`src/stip_pkg.sv`:
```
`timescale 1ns / 1ps
// Shared types and constants for the string-to-integer parser.
// No dependencies; every other file imports this package.
package stip_pkg;

    localparam int VALUE_W = 64;
    localparam int COUNT_W = 13;
    localparam int BASE_W = 6;
    localparam int DIGIT_W = 6;
    localparam int CHAR_W = 8;

    localparam logic [BASE_W-1:0] NUMBER_BASE_RESET = 6'd10;
    localparam logic [BASE_W-1:0] DEFAULT_RADIX = 6'd10;

    localparam int MAX_STRING_LEN_DEFAULT = 4096;
    localparam int COUNT_FIELD_MAX = 8191;

    localparam int QUEUE_DEPTH = 4;

    // Byte class as seen by the front end; the back end applies the phase.
    typedef enum logic [2:0] {
        CLS_SPACE,
        CLS_MINUS,
        CLS_PLUS,
        CLS_DIGIT,
        CLS_STOP
    } char_class_t;

    typedef struct packed {
        char_class_t              cls;
        logic [DIGIT_W-1:0]       digit;
        logic                     last;
    } queue_entry_t;

endpackage

```
`src/stip_if.sv`:
```
`timescale 1ns / 1ps
// Stream interfaces of the parser: the byte channel and the result channel.
// Depends on stip_pkg for field widths.
interface stip_char_if
    import stip_pkg::*;
();
    logic              valid;
    logic              ready;
    logic [CHAR_W-1:0] character;
    logic              last;

    modport source (output valid, output character, output last, input ready);
    modport sink (input valid, input character, input last, output ready);
endinterface

interface stip_result_if
    import stip_pkg::*;
();
    logic                      valid;
    logic                      ready;
    logic signed [VALUE_W-1:0] value;
    logic [COUNT_W-1:0]        stop_offset;
    logic                      digits_found;

    modport source (output valid, output value, output stop_offset, output digits_found,
                    input ready);
    modport sink (input valid, input value, input stop_offset, input digits_found,
                  output ready);
endinterface

```
`src/stip_front.sv`:
```
`timescale 1ns / 1ps
// Front end: holds the radix register, accepts bytes and classifies them.
// Depends on stip_pkg and stip_char_if.
module stip_front
    import stip_pkg::*;
(
    input  logic               clk,
    input  logic               rst_n,
    stip_char_if.sink          text,
    input  logic               cfg_we,
    input  logic [BASE_W-1:0]  cfg_data,
    input  logic               queue_full,
    output logic               push,
    output queue_entry_t       push_entry,
    output logic [BASE_W-1:0]  radix
);

    localparam logic [CHAR_W-1:0] CHAR_SPACE = 8'h20;
    localparam logic [CHAR_W-1:0] CHAR_TAB   = 8'h09;
    localparam logic [CHAR_W-1:0] CHAR_MINUS = 8'h2d;
    localparam logic [CHAR_W-1:0] CHAR_PLUS  = 8'h2b;
    localparam logic [CHAR_W-1:0] CHAR_0     = 8'h30;
    localparam logic [CHAR_W-1:0] CHAR_9     = 8'h39;
    localparam logic [CHAR_W-1:0] CHAR_LA    = 8'h61;
    localparam logic [CHAR_W-1:0] CHAR_LZ    = 8'h7a;
    localparam logic [CHAR_W-1:0] CHAR_UA    = 8'h41;
    localparam logic [CHAR_W-1:0] CHAR_UZ    = 8'h5a;
    localparam logic [CHAR_W-1:0] ALPHA_BIAS = 8'd10;

    logic [BASE_W-1:0]  base_reg;
    logic [CHAR_W-1:0]  c;
    logic [CHAR_W-1:0]  dval;
    logic               is_digit;

    always_ff @(posedge clk or negedge rst_n)
    begin
        if (!rst_n)
        begin
            base_reg <= NUMBER_BASE_RESET;
        end
        else if (cfg_we)
        begin
            base_reg <= cfg_data;
        end
    end

    assign radix = (base_reg == '0) ? DEFAULT_RADIX : base_reg;

    assign c = text.character;

    always_comb
    begin
        is_digit = 1'b1;
        dval = '0;
        if (c >= CHAR_0 && c <= CHAR_9)
        begin
            dval = c - CHAR_0;
        end
        else if (c >= CHAR_LA && c <= CHAR_LZ)
        begin
            dval = c - CHAR_LA + ALPHA_BIAS;
        end
        else if (c >= CHAR_UA && c <= CHAR_UZ)
        begin
            dval = c - CHAR_UA + ALPHA_BIAS;
        end
        else
        begin
            is_digit = 1'b0;
        end
    end

    always_comb
    begin
        push_entry.digit = dval[DIGIT_W-1:0];
        push_entry.last = text.last;
        if (c == CHAR_SPACE || c == CHAR_TAB)
        begin
            push_entry.cls = CLS_SPACE;
        end
        else if (c == CHAR_MINUS)
        begin
            push_entry.cls = CLS_MINUS;
        end
        else if (c == CHAR_PLUS)
        begin
            push_entry.cls = CLS_PLUS;
        end
        else if (is_digit && (dval[DIGIT_W-1:0] < radix))
        begin
            push_entry.cls = CLS_DIGIT;
        end
        else
        begin
            // NUL, other non-digit bytes and digits not below the radix land here
            push_entry.cls = CLS_STOP;
        end
    end

    assign text.ready = !queue_full;
    assign push = text.valid && !queue_full;

endmodule

```
`src/stip_queue.sv`:
```
`timescale 1ns / 1ps
// Small word queue between the classifier and the accumulator.
// Depends on stip_pkg for the entry type and depth.
module stip_queue
    import stip_pkg::*;
(
    input  logic          clk,
    input  logic          rst_n,
    input  logic          push,
    input  queue_entry_t  push_entry,
    input  logic          pop,
    output queue_entry_t  head,
    output logic          full,
    output logic          empty
);

    localparam int PTR_W = $clog2(QUEUE_DEPTH);
    localparam int CNT_W = $clog2(QUEUE_DEPTH + 1);
    localparam logic [CNT_W-1:0] DEPTH_CNT = CNT_W'(QUEUE_DEPTH);

    queue_entry_t      mem [QUEUE_DEPTH];
    logic [PTR_W-1:0]  wr_ptr_reg;
    logic [PTR_W-1:0]  rd_ptr_reg;
    logic [CNT_W-1:0]  count_reg;
    logic [CNT_W-1:0]  count_next;

    always_ff @(posedge clk)
    begin
        if (push)
        begin
            mem[wr_ptr_reg] <= push_entry;
        end
    end

    always_comb
    begin
        count_next = count_reg;
        if (push && !pop)
        begin
            count_next = count_reg + 1'b1;
        end
        else if (pop && !push)
        begin
            count_next = count_reg - 1'b1;
        end
    end

    always_ff @(posedge clk or negedge rst_n)
    begin
        if (!rst_n)
        begin
            wr_ptr_reg <= '0;
            rd_ptr_reg <= '0;
            count_reg <= '0;
        end
        else
        begin
            if (push)
            begin
                wr_ptr_reg <= wr_ptr_reg + 1'b1;
            end
            if (pop)
            begin
                rd_ptr_reg <= rd_ptr_reg + 1'b1;
            end
            count_reg <= count_next;
        end
    end

    assign head = mem[rd_ptr_reg];
    assign full = (count_reg == DEPTH_CNT);
    assign empty = (count_reg == '0);

endmodule

```
`src/stip_back.sv`:
```
`timescale 1ns / 1ps
// Back end: parse phase, multiply-accumulate and the result register.
// Depends on stip_pkg and stip_result_if.
module stip_back
    import stip_pkg::*;
#(
    parameter int MAX_STRING_LEN = MAX_STRING_LEN_DEFAULT
)
(
    input  logic               clk,
    input  logic               rst_n,
    input  logic               empty,
    input  queue_entry_t       head,
    input  logic [BASE_W-1:0]  radix,
    output logic               pop,
    stip_result_if.source      result
);

    localparam int COUNT_LIMIT =
        (MAX_STRING_LEN < COUNT_FIELD_MAX) ? MAX_STRING_LEN : COUNT_FIELD_MAX;
    localparam logic [COUNT_W-1:0] LIMIT = COUNT_W'(COUNT_LIMIT);

    typedef enum logic [1:0] {
        PH_SPACE,
        PH_DIGITS,
        PH_STOPPED
    } phase_t;

    phase_t              phase_reg, phase_next;
    logic                neg_reg, neg_next;
    logic [VALUE_W-1:0]  acc_reg, acc_next;
    logic [COUNT_W-1:0]  count_reg, count_next;
    logic                any_reg, any_next;

    logic                res_valid_reg, res_valid_next;
    logic                res_neg_reg;
    logic [VALUE_W-1:0]  res_acc_reg;
    logic [COUNT_W-1:0]  res_count_reg;
    logic                res_any_reg;

    logic [VALUE_W-1:0]  mac;
    logic [COUNT_W-1:0]  count_inc;

    // a last word may only move on when the result register is free
    assign pop = !empty && (!head.last || !res_valid_reg || result.ready);

    assign mac = acc_reg * VALUE_W'(radix) + VALUE_W'(head.digit);
    assign count_inc = (count_reg < LIMIT) ? count_reg + 1'b1 : count_reg;

    always_comb
    begin
        phase_next = phase_reg;
        neg_next = neg_reg;
        acc_next = acc_reg;
        count_next = count_reg;
        any_next = any_reg;
        if (pop)
        begin
            unique case (phase_reg)
                PH_SPACE:
                begin
                    case (head.cls)
                        CLS_SPACE:
                        begin
                            count_next = count_inc;
                        end
                        CLS_MINUS:
                        begin
                            neg_next = 1'b1;
                            count_next = count_inc;
                            phase_next = PH_DIGITS;
                        end
                        CLS_PLUS:
                        begin
                            count_next = count_inc;
                            phase_next = PH_DIGITS;
                        end
                        CLS_DIGIT:
                        begin
                            acc_next = mac;
                            any_next = 1'b1;
                            count_next = count_inc;
                            phase_next = PH_DIGITS;
                        end
                        default:
                        begin
                            phase_next = PH_STOPPED;
                        end
                    endcase
                end
                PH_DIGITS:
                begin
                    if (head.cls == CLS_DIGIT)
                    begin
                        acc_next = mac;
                        any_next = 1'b1;
                        count_next = count_inc;
                    end
                    else
                    begin
                        phase_next = PH_STOPPED;
                    end
                end
                default:
                begin
                end
            endcase
        end
    end

    always_comb
    begin
        res_valid_next = res_valid_reg;
        if (pop && head.last)
        begin
            res_valid_next = 1'b1;
        end
        else if (result.ready)
        begin
            res_valid_next = 1'b0;
        end
    end

    always_ff @(posedge clk or negedge rst_n)
    begin
        if (!rst_n)
        begin
            phase_reg <= PH_SPACE;
            neg_reg <= 1'b0;
            acc_reg <= '0;
            count_reg <= '0;
            any_reg <= 1'b0;
            res_valid_reg <= 1'b0;
        end
        else
        begin
            res_valid_reg <= res_valid_next;
            if (pop && head.last)
            begin
                // string done: clear parse state for the next one
                phase_reg <= PH_SPACE;
                neg_reg <= 1'b0;
                acc_reg <= '0;
                count_reg <= '0;
                any_reg <= 1'b0;
            end
            else
            begin
                phase_reg <= phase_next;
                neg_reg <= neg_next;
                acc_reg <= acc_next;
                count_reg <= count_next;
                any_reg <= any_next;
            end
        end
    end

    always_ff @(posedge clk)
    begin
        if (pop && head.last)
        begin
            res_neg_reg <= neg_next;
            res_acc_reg <= acc_next;
            res_count_reg <= count_next;
            res_any_reg <= any_next;
        end
    end

    assign result.valid = res_valid_reg;
    assign result.value = res_neg_reg ? -$signed(res_acc_reg) : $signed(res_acc_reg);
    assign result.stop_offset = res_count_reg;
    assign result.digits_found = res_any_reg;

endmodule

```
`src/string_to_integer_parser.sv`:
```
`timescale 1ns / 1ps
// Flow: an accepted word enters the queue and its pop loads the accumulator; for a last
//   word the result register loads on that pop instead, once that register is free.
// Throughput: one word per cycle (one multiply-accumulate each) unless a last word stalls.
// Reset: radix returns to ten, the four-word queue empties, parse state clears.
// Depends on stip_pkg, stip_if, stip_front, stip_queue and stip_back.
module string_to_integer_parser
    import stip_pkg::*;
#(
    parameter int MAX_STRING_LEN = MAX_STRING_LEN_DEFAULT
)
(
    input  logic               clk,
    input  logic               rst_n,
    stip_char_if.sink          text,
    stip_result_if.source      result,
    input  logic               cfg_we,
    input  logic [BASE_W-1:0]  cfg_data
);

    logic               push;
    logic               pop;
    logic               full;
    logic               empty;
    queue_entry_t       push_entry;
    queue_entry_t       head;
    logic [BASE_W-1:0]  radix;

    stip_front u_front (
        .clk        (clk),
        .rst_n      (rst_n),
        .text       (text),
        .cfg_we     (cfg_we),
        .cfg_data   (cfg_data),
        .queue_full (full),
        .push       (push),
        .push_entry (push_entry),
        .radix      (radix)
    );

    stip_queue u_queue (
        .clk        (clk),
        .rst_n      (rst_n),
        .push       (push),
        .push_entry (push_entry),
        .pop        (pop),
        .head       (head),
        .full       (full),
        .empty      (empty)
    );

    stip_back #(
        .MAX_STRING_LEN (MAX_STRING_LEN)
    ) u_back (
        .clk    (clk),
        .rst_n  (rst_n),
        .empty  (empty),
        .head   (head),
        .radix  (radix),
        .pop    (pop),
        .result (result)
    );

endmodule
```
`src/flat_wrapper.sv`:
```
// flat-port wrapper written by rule: the top's interface ports become plain ports
module string_to_integer_parser_flat import stip_pkg::*;
#(
    parameter int MAX_STRING_LEN = MAX_STRING_LEN_DEFAULT
)
  (clk, rst_n, cfg_we, cfg_data, text_valid, text_character, text_last, text_ready, result_valid, result_value, result_stop_offset, result_digits_found, result_ready);
  stip_char_if text_i ();
  stip_result_if result_i ();
  input  logic clk;
  input  logic rst_n;
  input  logic cfg_we;
  input  logic [BASE_W-1:0] cfg_data;
  input wire logic [$bits(text_i.valid)-1:0] text_valid;
  input wire logic [$bits(text_i.character)-1:0] text_character;
  input wire logic [$bits(text_i.last)-1:0] text_last;
  output wire logic [$bits(text_i.ready)-1:0] text_ready;
  output wire logic [$bits(result_i.valid)-1:0] result_valid;
  output wire logic [$bits(result_i.value)-1:0] result_value;
  output wire logic [$bits(result_i.stop_offset)-1:0] result_stop_offset;
  output wire logic [$bits(result_i.digits_found)-1:0] result_digits_found;
  input wire logic [$bits(result_i.ready)-1:0] result_ready;
  assign text_i.valid = text_valid;
  assign text_i.character = text_character;
  assign text_i.last = text_last;
  assign text_ready = text_i.ready;
  assign result_valid = result_i.valid;
  assign result_value = result_i.value;
  assign result_stop_offset = result_i.stop_offset;
  assign result_digits_found = result_i.digits_found;
  assign result_i.ready = result_ready;
  string_to_integer_parser #(.MAX_STRING_LEN(MAX_STRING_LEN)) u_core (.clk(clk), .rst_n(rst_n), .text(text_i), .result(result_i), .cfg_we(cfg_we), .cfg_data(cfg_data));
endmodule
```
`config.mk`:
```
export PLATFORM = sky130hd
export DESIGN_NAME = string_to_integer_parser_flat
export DESIGN_NICKNAME = d
export VERILOG_FILES = /design/src/stip_pkg.sv /design/src/stip_if.sv /design/src/stip_front.sv /design/src/stip_queue.sv /design/src/stip_back.sv /design/src/string_to_integer_parser.sv /design/src/flat_wrapper.sv
export SDC_FILE = /design/constraint.sdc
export NUM_CORES = 1
export LEC_CHECK = 0
export BUFFER_PORTS_ARGS = -buffer_cell sky130_fd_sc_hd__buf_2
export CELL_PAD_IN_SITES_DETAIL_PLACEMENT = 0
export CELL_PAD_IN_SITES_GLOBAL_PLACEMENT = 1
export CORE_ASPECT_RATIO = 0.5
export CORE_UTILIZATION = 52
export CTS_BUF_LIST = sky130_fd_sc_hd__clkbuf_4 sky130_fd_sc_hd__clkbuf_8
export DETAILED_ROUTE_END_ITERATION = 7
export PLACE_DENSITY_LB_ADDON = 0.08
export REMOVE_ABC_BUFFERS = 1
export SYNTH_ARGS = -nofsm -noshare
export SYNTH_HDL_FRONTEND = slang
export SYNTH_HIERARCHICAL = 1
export SYNTH_SLANG_ARGS = --single-unit
```
`constraint.sdc`:
```
create_clock -name clk -period 7.1 [get_ports clk]
set_input_delay 1.065 -clock clk [delete_from_list [all_inputs] [get_ports clk]]
set_output_delay 1.065 -clock clk [all_outputs]
set_load 0.02 [all_outputs]
```
==> results by group, run 1 <==
Route
  • Final ANT Viol Nets: 0
  • Final wirelength: 62.9 mm
  • Vias: about 17k
  • Remaining DRCs: 0
  • Vias per cell: 5.80
  • DRT iter0 DRCs: 1175
  • DR WL/cell: about 22 um
  • Drt pass-1 iters: 5

Finish
  • # nets final: between 2k and 3k
  • P&R area growth vs syn: 8.95%
  • Ant diodes: 0
  • Layout cell share with drive strength beyond 1: 0.111

Floorplanning
  • Die Ht: approximately 150 um
  • Core Region: about 0.041 mm^2
  • # IOs: 100
  • Starting Density: 0.537
  • Die width: roughly 300 um
  • DIE AREA: 0.0434 mm^2
  • # rows: 52

Setup path
  • Crit Path Class: reg2reg
  • Worst EP required: roughly 7.6 ns
  • Crit. End Element: flip-flop
  • Critical Path AT: between 7 and 8 ns
  • Crit Path Max Fanout: 45
  • Worst setup SP type: flip-flop

Clock network
  • H-tree Lvls: 2
  • Clk sinks: between 200 and 250
  • CTS tree: yes
  • Clock Root Buffer: clkbuf_8
  • Clock tree buffer depth: 3
  • Worst-skew pair later-pin latency: roughly 0.60 ns
  • Clock slew at reported path FFs: roughly 0.070 ns
  • Total CTS buffers: 37

Placed design
  • Dpl hpwl: between 40 and 50 mm
  • Port buffer count: approximately 100
  • Gp weighted congestion: 1.03

Timing
  • Slew headroom: 0.405
  • Fmax achieved: approximately 150 MHz
  • Clock skew: 0.0362 ns
  • Final Critical Period: about 6.8 ns
  • Final hold vios: 0
  • Fin. max-slew vios: 0
  • Slew @ Worst Pin: 0.883 ns
  • Final setup vio count: 0
  • Final worst-path cycle share: 0.953
  • Final TNS setup: 0 ns

Power
  • Sequential power share: 0.317
  • Maximum vdd drop: approximately 0.46 mV
  • Switching share of power: 0.466
  • Pwr dens: between 200 and 300 mW/mm^2
  • Combinational power share: 0.494
  • Clock power share: 0.190
  • Internal: between 3 and 4 mW
  • Leakage: approximately 12 nW
  • Switching Power: 3.18 mW
  • Overall power: just under 7 mW

GRT
  • First-pass GRT wire length: about 100 mm
  • GRT Resource Usage Total: 0.303
  • Initial antenna violation count: 1
  • Largest net degree at the start of global routing: 69
  • GRT overflow: 0
  • Vias in the first global route: approximately 17k

Synth
  • Post-synthesis sequential area ratio: 0.270
  • Share of flip-flops with an asynchronous set or reset: 0.444
  • Synth top cells by count: and2_1, fa_1, nand2_1
  • Synth Warn #: 6
  • Synthesized instance count: about 2.2k
  • Largest family of logic cells by synthesized area: adder cells
  • Post-synthesis simple-gate area fraction: 0.209
  • Post-synthesis mux area share: 0.0156
  • Post-synthesis xor/xnor area fraction: 0.0587
  • Yosys top cell by area: fa_1
  • Most common cell in the netlist: and2_1
  • Post-Synthesis Cell Area: between 0.02 and 0.025 mm^2
  • #FFs+latches synth: between 200 and 250
  • Top cell type's share of synthesized area: 0.218
  • Top post-synthesis cells by area: fa_1, edfxtp_1, and2_1, dfrtp_1, ha_1
  • Adder-cell area share of the yosys netlist: 0.302
  • EDFF count, synth: approximately 120
  • Count of different cell masters after synthesis: a little under 80
  • Compound-Gate Fraction of Synth Area: 0.110
  • Top_reg_cell synth: edfxtp_1
  • Avg Cell Area, Syn: a little over 10 um^2

Flow run
  • Max-cap violation count: 0

Worst hold path
  • Hold Path Class: reg2reg

Run status
  • Outcome: completed
metal layers:
layer  vias up  global-route usage  routed length, um
met2       473               0.483              28600
met1      8403               0.428              28700
met5         -                   0                  0
met4         0              0.0945               2040
li1       7614                   -                  -
met3       111              0.0475               3540
area by class of cell:
cell class | instances | area [um^2]
inverters | 92 | 348
repair buffers | 138 | 828
flip-flops and latches | 214 | 5960
well taps | 567 | 709
clock buffers | 51 | 652
clock inverters | 17 | 168
fillers | 3657 | 17100
multi-input cells | 1784 | 15400
worst max-delay path: stages, from the launching register on:
cell	delay [ns]
dfrtp_2	0.39
or4_1	0.56
nor2_1	0.11
nor2_1	0.06
clkinv_1	0.12
buf_12	0.26
and2_1	0.19
fa_1	0.44
fa_1	0.55
fa_1	0.51
ha_1	0.32
ha_1	0.44
nand4_1	0.27
or3_1	0.48
nor3_1	0.17
nand3b_1	0.15
or3_1	0.34
o21ai_1	0.13
buf_4	0.16
a31oi_1	0.17
o21ai_0	0.26
xnor2_1	0.09
mux2_2	0.27
and2_1	0.15
logic make-up (layout without fill, tap and decap cells):
group,count (synthesis),count (layout)
xor gates and xnor gates,148,148
buffers and inverters,197,298
muxes,20,20
DFF,214,214
and+or+nand+nor,844,844
adders and majority gates,389,389
AOI/OAI and AO/OA,383,383
stage by stage:
stage	setup slack [ns]	cells	util	hold slack, ns	instance area, um^2
after CTS	0.282	2863	0.585	0.486	24000
after global placement	0.406	2795	0.565	0.476	23200
after global routing	-0.0230	2863	0.585	0.517	24100
final	0.337	2863	0.585	0.485	24100
after detailed placement	0.309	2795	0.565	0.476	23200
after floorplan	0.00409	2090	-	0.456	21700
power groups by stage:
| stage | combinational [mW] | sequential [mW] | clock, mW |
|---|---|---|---|
| final | 3.37 | 2.16 | 1.29 |
| after global routing | 3.67 | 2.21 | 1.38 |
| after CTS | 3.40 | 2.16 | 1.33 |
| after detailed placement | 3.39 | 2.18 | 0 |
| after global placement | 3.36 | 2.17 | 0 |
| after floorplan | 2.09 | 2.18 | 0 |
final timing paths:
path	from	end	slack, ns	cells after the start
worst min register to register	u_core/u_queue/count_reg[2]	u_core/u_queue/count_reg[2]	0.49	1
worst min-delay path	u_core/u_queue/count_reg[2]	u_core/u_queue/count_reg[2]	0.49	1
max in group asynchronous	rst_n	u_core/u_back/acc_reg[29]	5.24	2
worst max-delay path	u_core/u_front/base_reg[0]	u_core/u_back/acc_reg[63]	0.34	23
min in group asynchronous	rst_n	u_core/u_back/count_reg[2]	0.57	1
worst max register to register	u_core/u_front/base_reg[0]	u_core/u_back/acc_reg[63]	0.34	23
timing repair:
item / in CTS / in global routing
hold buffers: 0 / 0
gates resized for setup: 0 / 4
endpoints found under the setup margin: 0 / 12
setup buffers: 0 / 0
cell usage in the layout (no fill, tap or decap), types with 69 or more instances in the layout:
cell        n
a21oi_1   103
and2_1    402
buf_2      98
dfrtp_1    89
edfxtp_1  119
fa_1      241
ha_1      148
inv_1      90
nand2_1   219
nor2_1     69
o21ai_0   118
xnor2_1   111
Note: power is estimated with default switching activity, not from simulation.
==> run 2: changes to the inputs <==
Settings changed: CORE_MARGIN set to 2, RECOVER_POWER set to 100.
==> run 2 against run 1 <==
- the run now ends with capacitance limit, slew limit left
- die area grew 2.0%
- sequential cell count is the same
- via count shrank 2.8%
- sequential share of layout area grew 0.41 points
- worst hold slack gained 0.023 ns
- global-route usage shrank 4.5 points
- clock skew shrank 0.0086 ns
- largest power group unchanged
- maximum frequency is essentially flat
- final area shrank 1.7%
==> results by group, run 2 (synthesis results as in run 1) <==
Timing
  • Fin. max-slew vios: roughly 320
  • Final worst-path cycle share: 0.952
  • Final TNS setup: 0 ns
  • Fmax achieved: between 100 and 150 MHz
  • Slew @ Worst Pin: ~3.2 ns
  • Final setup vio count: 0
  • Final worst slack: between 0.3 and 0.4 ns
  • Unrepaired setup endpoints after global routing: no
  • Clock skew: 0.0276 ns
  • Slew headroom: -1.16
  • Final Critical Period: slightly below 7 ns
  • Final hold vios: 0

GRT
  • Largest net degree at the start of global routing: between 60 and 70
  • GRT Resource Usage Total: 0.259
  • Initial antenna violation count: 0
  • GRT overflow: 0
  • First-pass GRT wire length: ~90 mm
  • Vias in the first global route: around 16k

Floorplanning
  • DIE AREA: around 0.044 mm^2
  • Die Ht: ~150 um
  • # rows: 53
  • Starting Density: 0.527
  • # IOs: 100
  • Core Region: 0.0419 mm^2
  • Die width: 295 um

Worst hold path
  • Hold path cells: 1
  • Hold Path Class: reg2reg

Route
  • Final wirelength: approximately 55 mm
  • Vias per cell: around 5.7
  • Remaining DRCs: 0
  • DRT iter0 DRCs: between 1k and 1.5k
  • Final ANT Viol Nets: 0
  • DR WL/cell: around 19 um
  • Drt pass-1 iters: 5
  • Vias: between 15k and 20k

Power
  • Switching Power: just over 3 mW
  • Combinational power share: 0.483
  • Clock power share: 0.183
  • Overall power: 6.45 mW
  • Internal: between 3 and 4 mW
  • Switching share of power: 0.468
  • Pwr dens: approximately 270 mW/mm^2
  • Maximum vdd drop: 0.468 mV
  • Leakage: approximately 11 nW
  • Sequential power share: 0.334

Setup path
  • Critical Path AT: between 7 and 8 ns
  • Crit. End Element: flip-flop
  • CP most frequent cell: fa_1
  • Slowest stage delay, CP: approximately 0.54 ns
  • Crit Path Max Fanout: 60
  • Crit-path cells: or4_1 > nor2_1 > nor2_1 > inv_1 > buf_12 > and2_0 > fa_1 > fa_1 > fa_1 > ha_1 > ha_1 > a21oi_1 > o21ai_0 > a211oi_1 > o21ai_0 > clkbuf_1 > a211oi_1 > clkbuf_1 > o21ba_2 > o21bai_1 > a21oi_1 > xnor2_1 > mux2_2 > and2_1
  • Crit Path Class: reg2reg
  • Slowest cell on crit path: or4_1
  • Worst setup SP type: flip-flop
  • Worst EP required: 7.55 ns
  • R2R depth: 24

Run status
  • Outcome: finished, violations left
  • Failing checks: capacitance limit, slew limit

Placed design
  • Port buffer count: 99
  • Place WS: ~0.053 ns
  • Cell count after placement: 2791
  • Dpl hpwl: around 41 mm
  • Gp weighted congestion: 0.895

Finish
  • Commonest non-fill, non-tap cell in the layout: and2_1
  • Commonest non-fill, non-tap cells in the layout: and2_1, fa_1, nand2_1
  • P&R area growth vs syn: 7.13%
  • Non-filler cells, final: between 2k and 3k
  • Ant diodes: 0
  • # nets final: roughly 2.7k
  • Layout cell share with drive strength beyond 1: 0.0602

Clock network
  • Post-CTS setup repair buffer count: 0
  • H-tree Lvls: 2
  • Clk sinks: 214
  • Clock tree buffer depth: 3
  • Worst-skew pair later-pin latency: roughly 0.58 ns
  • # hold bufs at CTS: 0
  • Clock slew at reported path FFs: 0.07 ns
  • Clock Root Buffer: clkbuf_8
  • Total CTS buffers: 35
  • CTS tree: yes

Flow run
  • Max-cap violation count: 6
## run 2: repair_timing
action | CTS | global route
gates resized for setup | 0 | 6
endpoints found under the hold margin | 0 | 0
setup endpoints to repair | 0 | 21
## run 2: cell type report
type	instances	area, um^2
fill	3834	18300
multi-input combinational	1784	15300
sequential	214	5960
tap	577	722
clock buffer	46	583
timing repair buffer	124	562
inverter	92	348
clock inverter	17	159
## run 2: power groups by stage
| stage | logic [mW] | clock network (mW) | registers [mW] |
|---|---|---|---|
| after floorplan | 2.09 | 0 | 2.18 |
| after global placement | 3.26 | 0 | 2.16 |
| after detailed placement | 3.28 | 0 | 2.15 |
| after CTS | 3.30 | 1.21 | 2.14 |
| after global routing | 3.44 | 1.27 | 2.20 |
| final | 3.12 | 1.18 | 2.15 |
## run 2: metrics by stage
stage / cell area [um^2] / utilization / hold WS, ns
floorplan: 21700 / - / 0.456
global placement: 23100 / 0.552 / 0.487
detailed placement: 23100 / 0.552 / 0.491
CTS: 23900 / 0.569 / 0.503
global route: 23700 / 0.565 / 0.526
finish: 23700 / 0.565 / 0.509
## run 2: layer usage
metal | vias up | track usage | routed length (um)
met1 | 8095 | 0.398 | 27100
li1 | 7577 | - | -
met5 | - | 0 | 0
met2 | 395 | 0.385 | 23600
met4 | 0 | 0.0553 | 1050
met3 | 64 | 0.0395 | 2940
## run 2: path summary, 6_finish.rpt
kind	start	end	slack (ns)
min in group asynchronous	rst_n	u_core/u_back/acc_reg[1]	1.31
max	u_core/u_front/base_reg[0]	u_core/u_back/acc_reg[39]	0.34
min	u_core/u_queue/count_reg[2]	u_core/u_queue/count_reg[2]	0.51
min reg2reg	u_core/u_queue/count_reg[2]	u_core/u_queue/count_reg[2]	0.51
max reg2reg	u_core/u_front/base_reg[0]	u_core/u_back/acc_reg[39]	0.34
max in group asynchronous	rst_n	u_core/u_back/acc_reg[35]	1.73
## run 2: critical path: cells and delay by family (launching register included)
family	cells	cell delay [ns]
adder cells (fa/ha/maj)	5	2.13
AO/OA/AOI/OAI	8	1.86
AND/OR/NAND/NOR	5	1.05
buffers and inverters	4	0.78
flip-flops	1	0.39
multiplexers	1	0.30
XOR/XNOR	1	0.10
==> run 3: changes to the inputs <==
Settings changed: PLACE_DENSITY set to 0.86, PLACE_DENSITY_LB_ADDON 0.08 to unset.
==> run 3 against run 2 <==
- highest routed layer unchanged
- non-clock buffer count is 5 lower
- the run still ends with capacitance limit, slew limit left
- critical path depth is 2 higher
- global-route usage is 0.72 points higher
- sequential cell count stayed put
==> results by group, run 3 (synthesis results as in run 1) <==
Finish
  • # nets final: between 2k and 3k
  • Ant diodes: 0
  • Commonest non-fill, non-tap cell in the layout: and2_1
  • Multi-input gate area: 0.0154 mm^2
  • Register area: 0.00595 mm^2
  • Commonest non-fill, non-tap cells in the layout: and2_1, fa_1, nand2_1
  • Layout cell share with drive strength beyond 1: 0.0637
  • Final instance area: roughly 0.024 mm^2
  • Core Util, Final: 0.568
  • Non-filler cells, final: ~2.9k
  • P&R area growth vs syn: 7.85%
  • FILL cells: roughly 3.7k

Timing
  • Final hold vios: 0
  • Slew @ Worst Pin: between 3 and 4 ns
  • Clock skew: 0.0349 ns
  • Slew headroom: -1.26
  • Unrepaired setup endpoints after global routing: no
  • Fin. max-slew vios: ~230
  • Final worst-path cycle share: 0.962
  • Final Critical Period: between 6 and 7 ns
  • Final TNS setup: 0 ns
  • Fmax achieved: between 100 and 150 MHz
  • Final setup vio count: 0

Setup path
  • Crit Path Class: reg2reg
  • Crit. End Element: flip-flop
  • Reg2reg setup slack: around 0.27 ns
  • Worst EP required: between 7 and 8 ns
  • R2R Path Start: u_core/u_front/base_reg[0]
  • CP most frequent cell: inv_1
  • Crit Path Max Fanout: 32
  • Slowest cell on crit path: o21ai_0
  • Slowest stage delay, CP: ~0.58 ns
  • Critical Path AT: about 7.3 ns
  • Crit path launch: u_core/u_front/base_reg[0]
  • Worst setup SP type: flip-flop

Power
  • Leakage: 11.2 nW
  • Combinational power share: 0.477
  • Maximum vdd drop: 0.495 mV
  • Clock power share: 0.206
  • Switching Power: ~3.2 mW
  • Overall power: ~6.8 mW
  • Pwr dens: between 200 and 300 mW/mm^2
  • Internal: ~3.6 mW
  • Sequential power share: 0.316
  • Switching share of power: 0.468

GRT
  • GRT Resource Usage Total: 0.266
  • GRT overflow: 0
  • Initial antenna violation count: 0
  • Vias in the first global route: between 15k and 20k
  • First-pass GRT wire length: about 92 mm
  • Largest net degree at the start of global routing: 68

Clock network
  • Clock Root Buffer: clkbuf_8
  • Clock slew at reported path FFs: roughly 0.070 ns
  • Post-CTS setup repair buffer count: 0
  • Clock tree buffer depth: 3
  • CTS tree: yes
  • # hold bufs at CTS: 0
  • Total CTS buffers: 36
  • H-tree Lvls: 2
  • Worst-skew pair later-pin latency: 0.59 ns
  • Post-CTS Resized: 0
  • Clk sinks: roughly 210

Run status
  • Failing checks: capacitance limit, slew limit
  • Outcome: finished, violations left

Route
  • DR WL/cell: approximately 20 um
  • Drt pass-1 iters: 7
  • Final ANT Viol Nets: 0
  • Vias per cell: 5.71
  • Final wirelength: around 56 mm
  • DRT iter0 DRCs: ~1.1k
  • Remaining DRCs: 0
  • Vias: between 15k and 20k

Floorplanning
  • Starting Density: 0.527
  • Die Ht: approximately 150 um
  • # IOs: 100
  • Die width: 295 um
  • # rows: 53
  • DIE AREA: ~0.044 mm^2
  • Core Region: roughly 0.042 mm^2

Flow run
  • Max-cap violation count: 4

Placed design
  • Dpl hpwl: slightly above 40 mm
  • Area post-placement: 0.0231 mm^2
  • Cell count after placement: 2786
  • Port buffer count: 99
  • Gp weighted congestion: between 0.9 and 1

Worst hold path
  • Hold Path Class: reg2reg
  • Min-delay src: u_core/u_queue/count_reg[2]
-- run 3: layout make-up --
| cell class | count | share of cell area |
|---|---|---|
| inverter | 92 | 0.0146 |
| timing repair buffer | 119 | 0.0230 |
| tap | 577 | 0.0303 |
| clock inverter | 21 | 0.0123 |
| clock buffer | 45 | 0.0247 |
| sequential | 214 | 0.250 |
| multi-input combinational | 1784 | 0.645 |
-- run 3: final timing paths --
path,endpoint,cells after the start
min in group asynchronous,u_core/u_queue/wr_ptr_reg[0],1
max in group asynchronous,u_core/u_front/base_reg[0],2
worst max register to register,u_core/u_back/acc_reg[63],26
worst min register to register,u_core/u_queue/count_reg[2],1
worst max-delay path,u_core/u_back/acc_reg[63],26
worst min-delay path,u_core/u_queue/count_reg[2],1
-- run 3: routing by layer --
metal	wire length, um	vias to the layer above	GRT usage	share of wire
li1	-	7575	-	-
met2	25600	461	0.421	0.46
met1	25300	8154	0.371	0.45
met4	1730	0	0.0848	0.031
met5	0	-	0	0
met3	3500	86	0.0518	0.062
-- run 3: critical path, delay by kind of cell (launching register included) --
family / cells / cell delay [ns]
XOR/XNOR: 1 / 0.10
adder cells (fa/ha/maj): 5 / 1.99
flip-flops: 1 / 0.40
multiplexers: 1 / 0.27
AO/OA/AOI/OAI: 8 / 2.28
buffers and inverters: 6 / 0.53
AND/OR/NAND/NOR: 5 / 1.09
-- run 3: power by group through the flow --
stage	clock network, mW	logic, mW	registers [mW]
finish	1.39	3.23	2.14
global route	1.48	3.54	2.19
detailed placement	0	3.35	2.15
CTS	1.42	3.35	2.13
floorplan	0	2.09	2.18
global placement	0	3.29	2.14
-- run 3: per-stage QoR --
step / hold slack (ns) / setup slack [ns]
final: 0.483 / 0.267
after global routing: 0.508 / 0.0130
after CTS: 0.492 / 0.0886
after detailed placement: 0.481 / 0.114
after global placement: 0.474 / 0.308
after floorplan: 0.456 / 0.00409
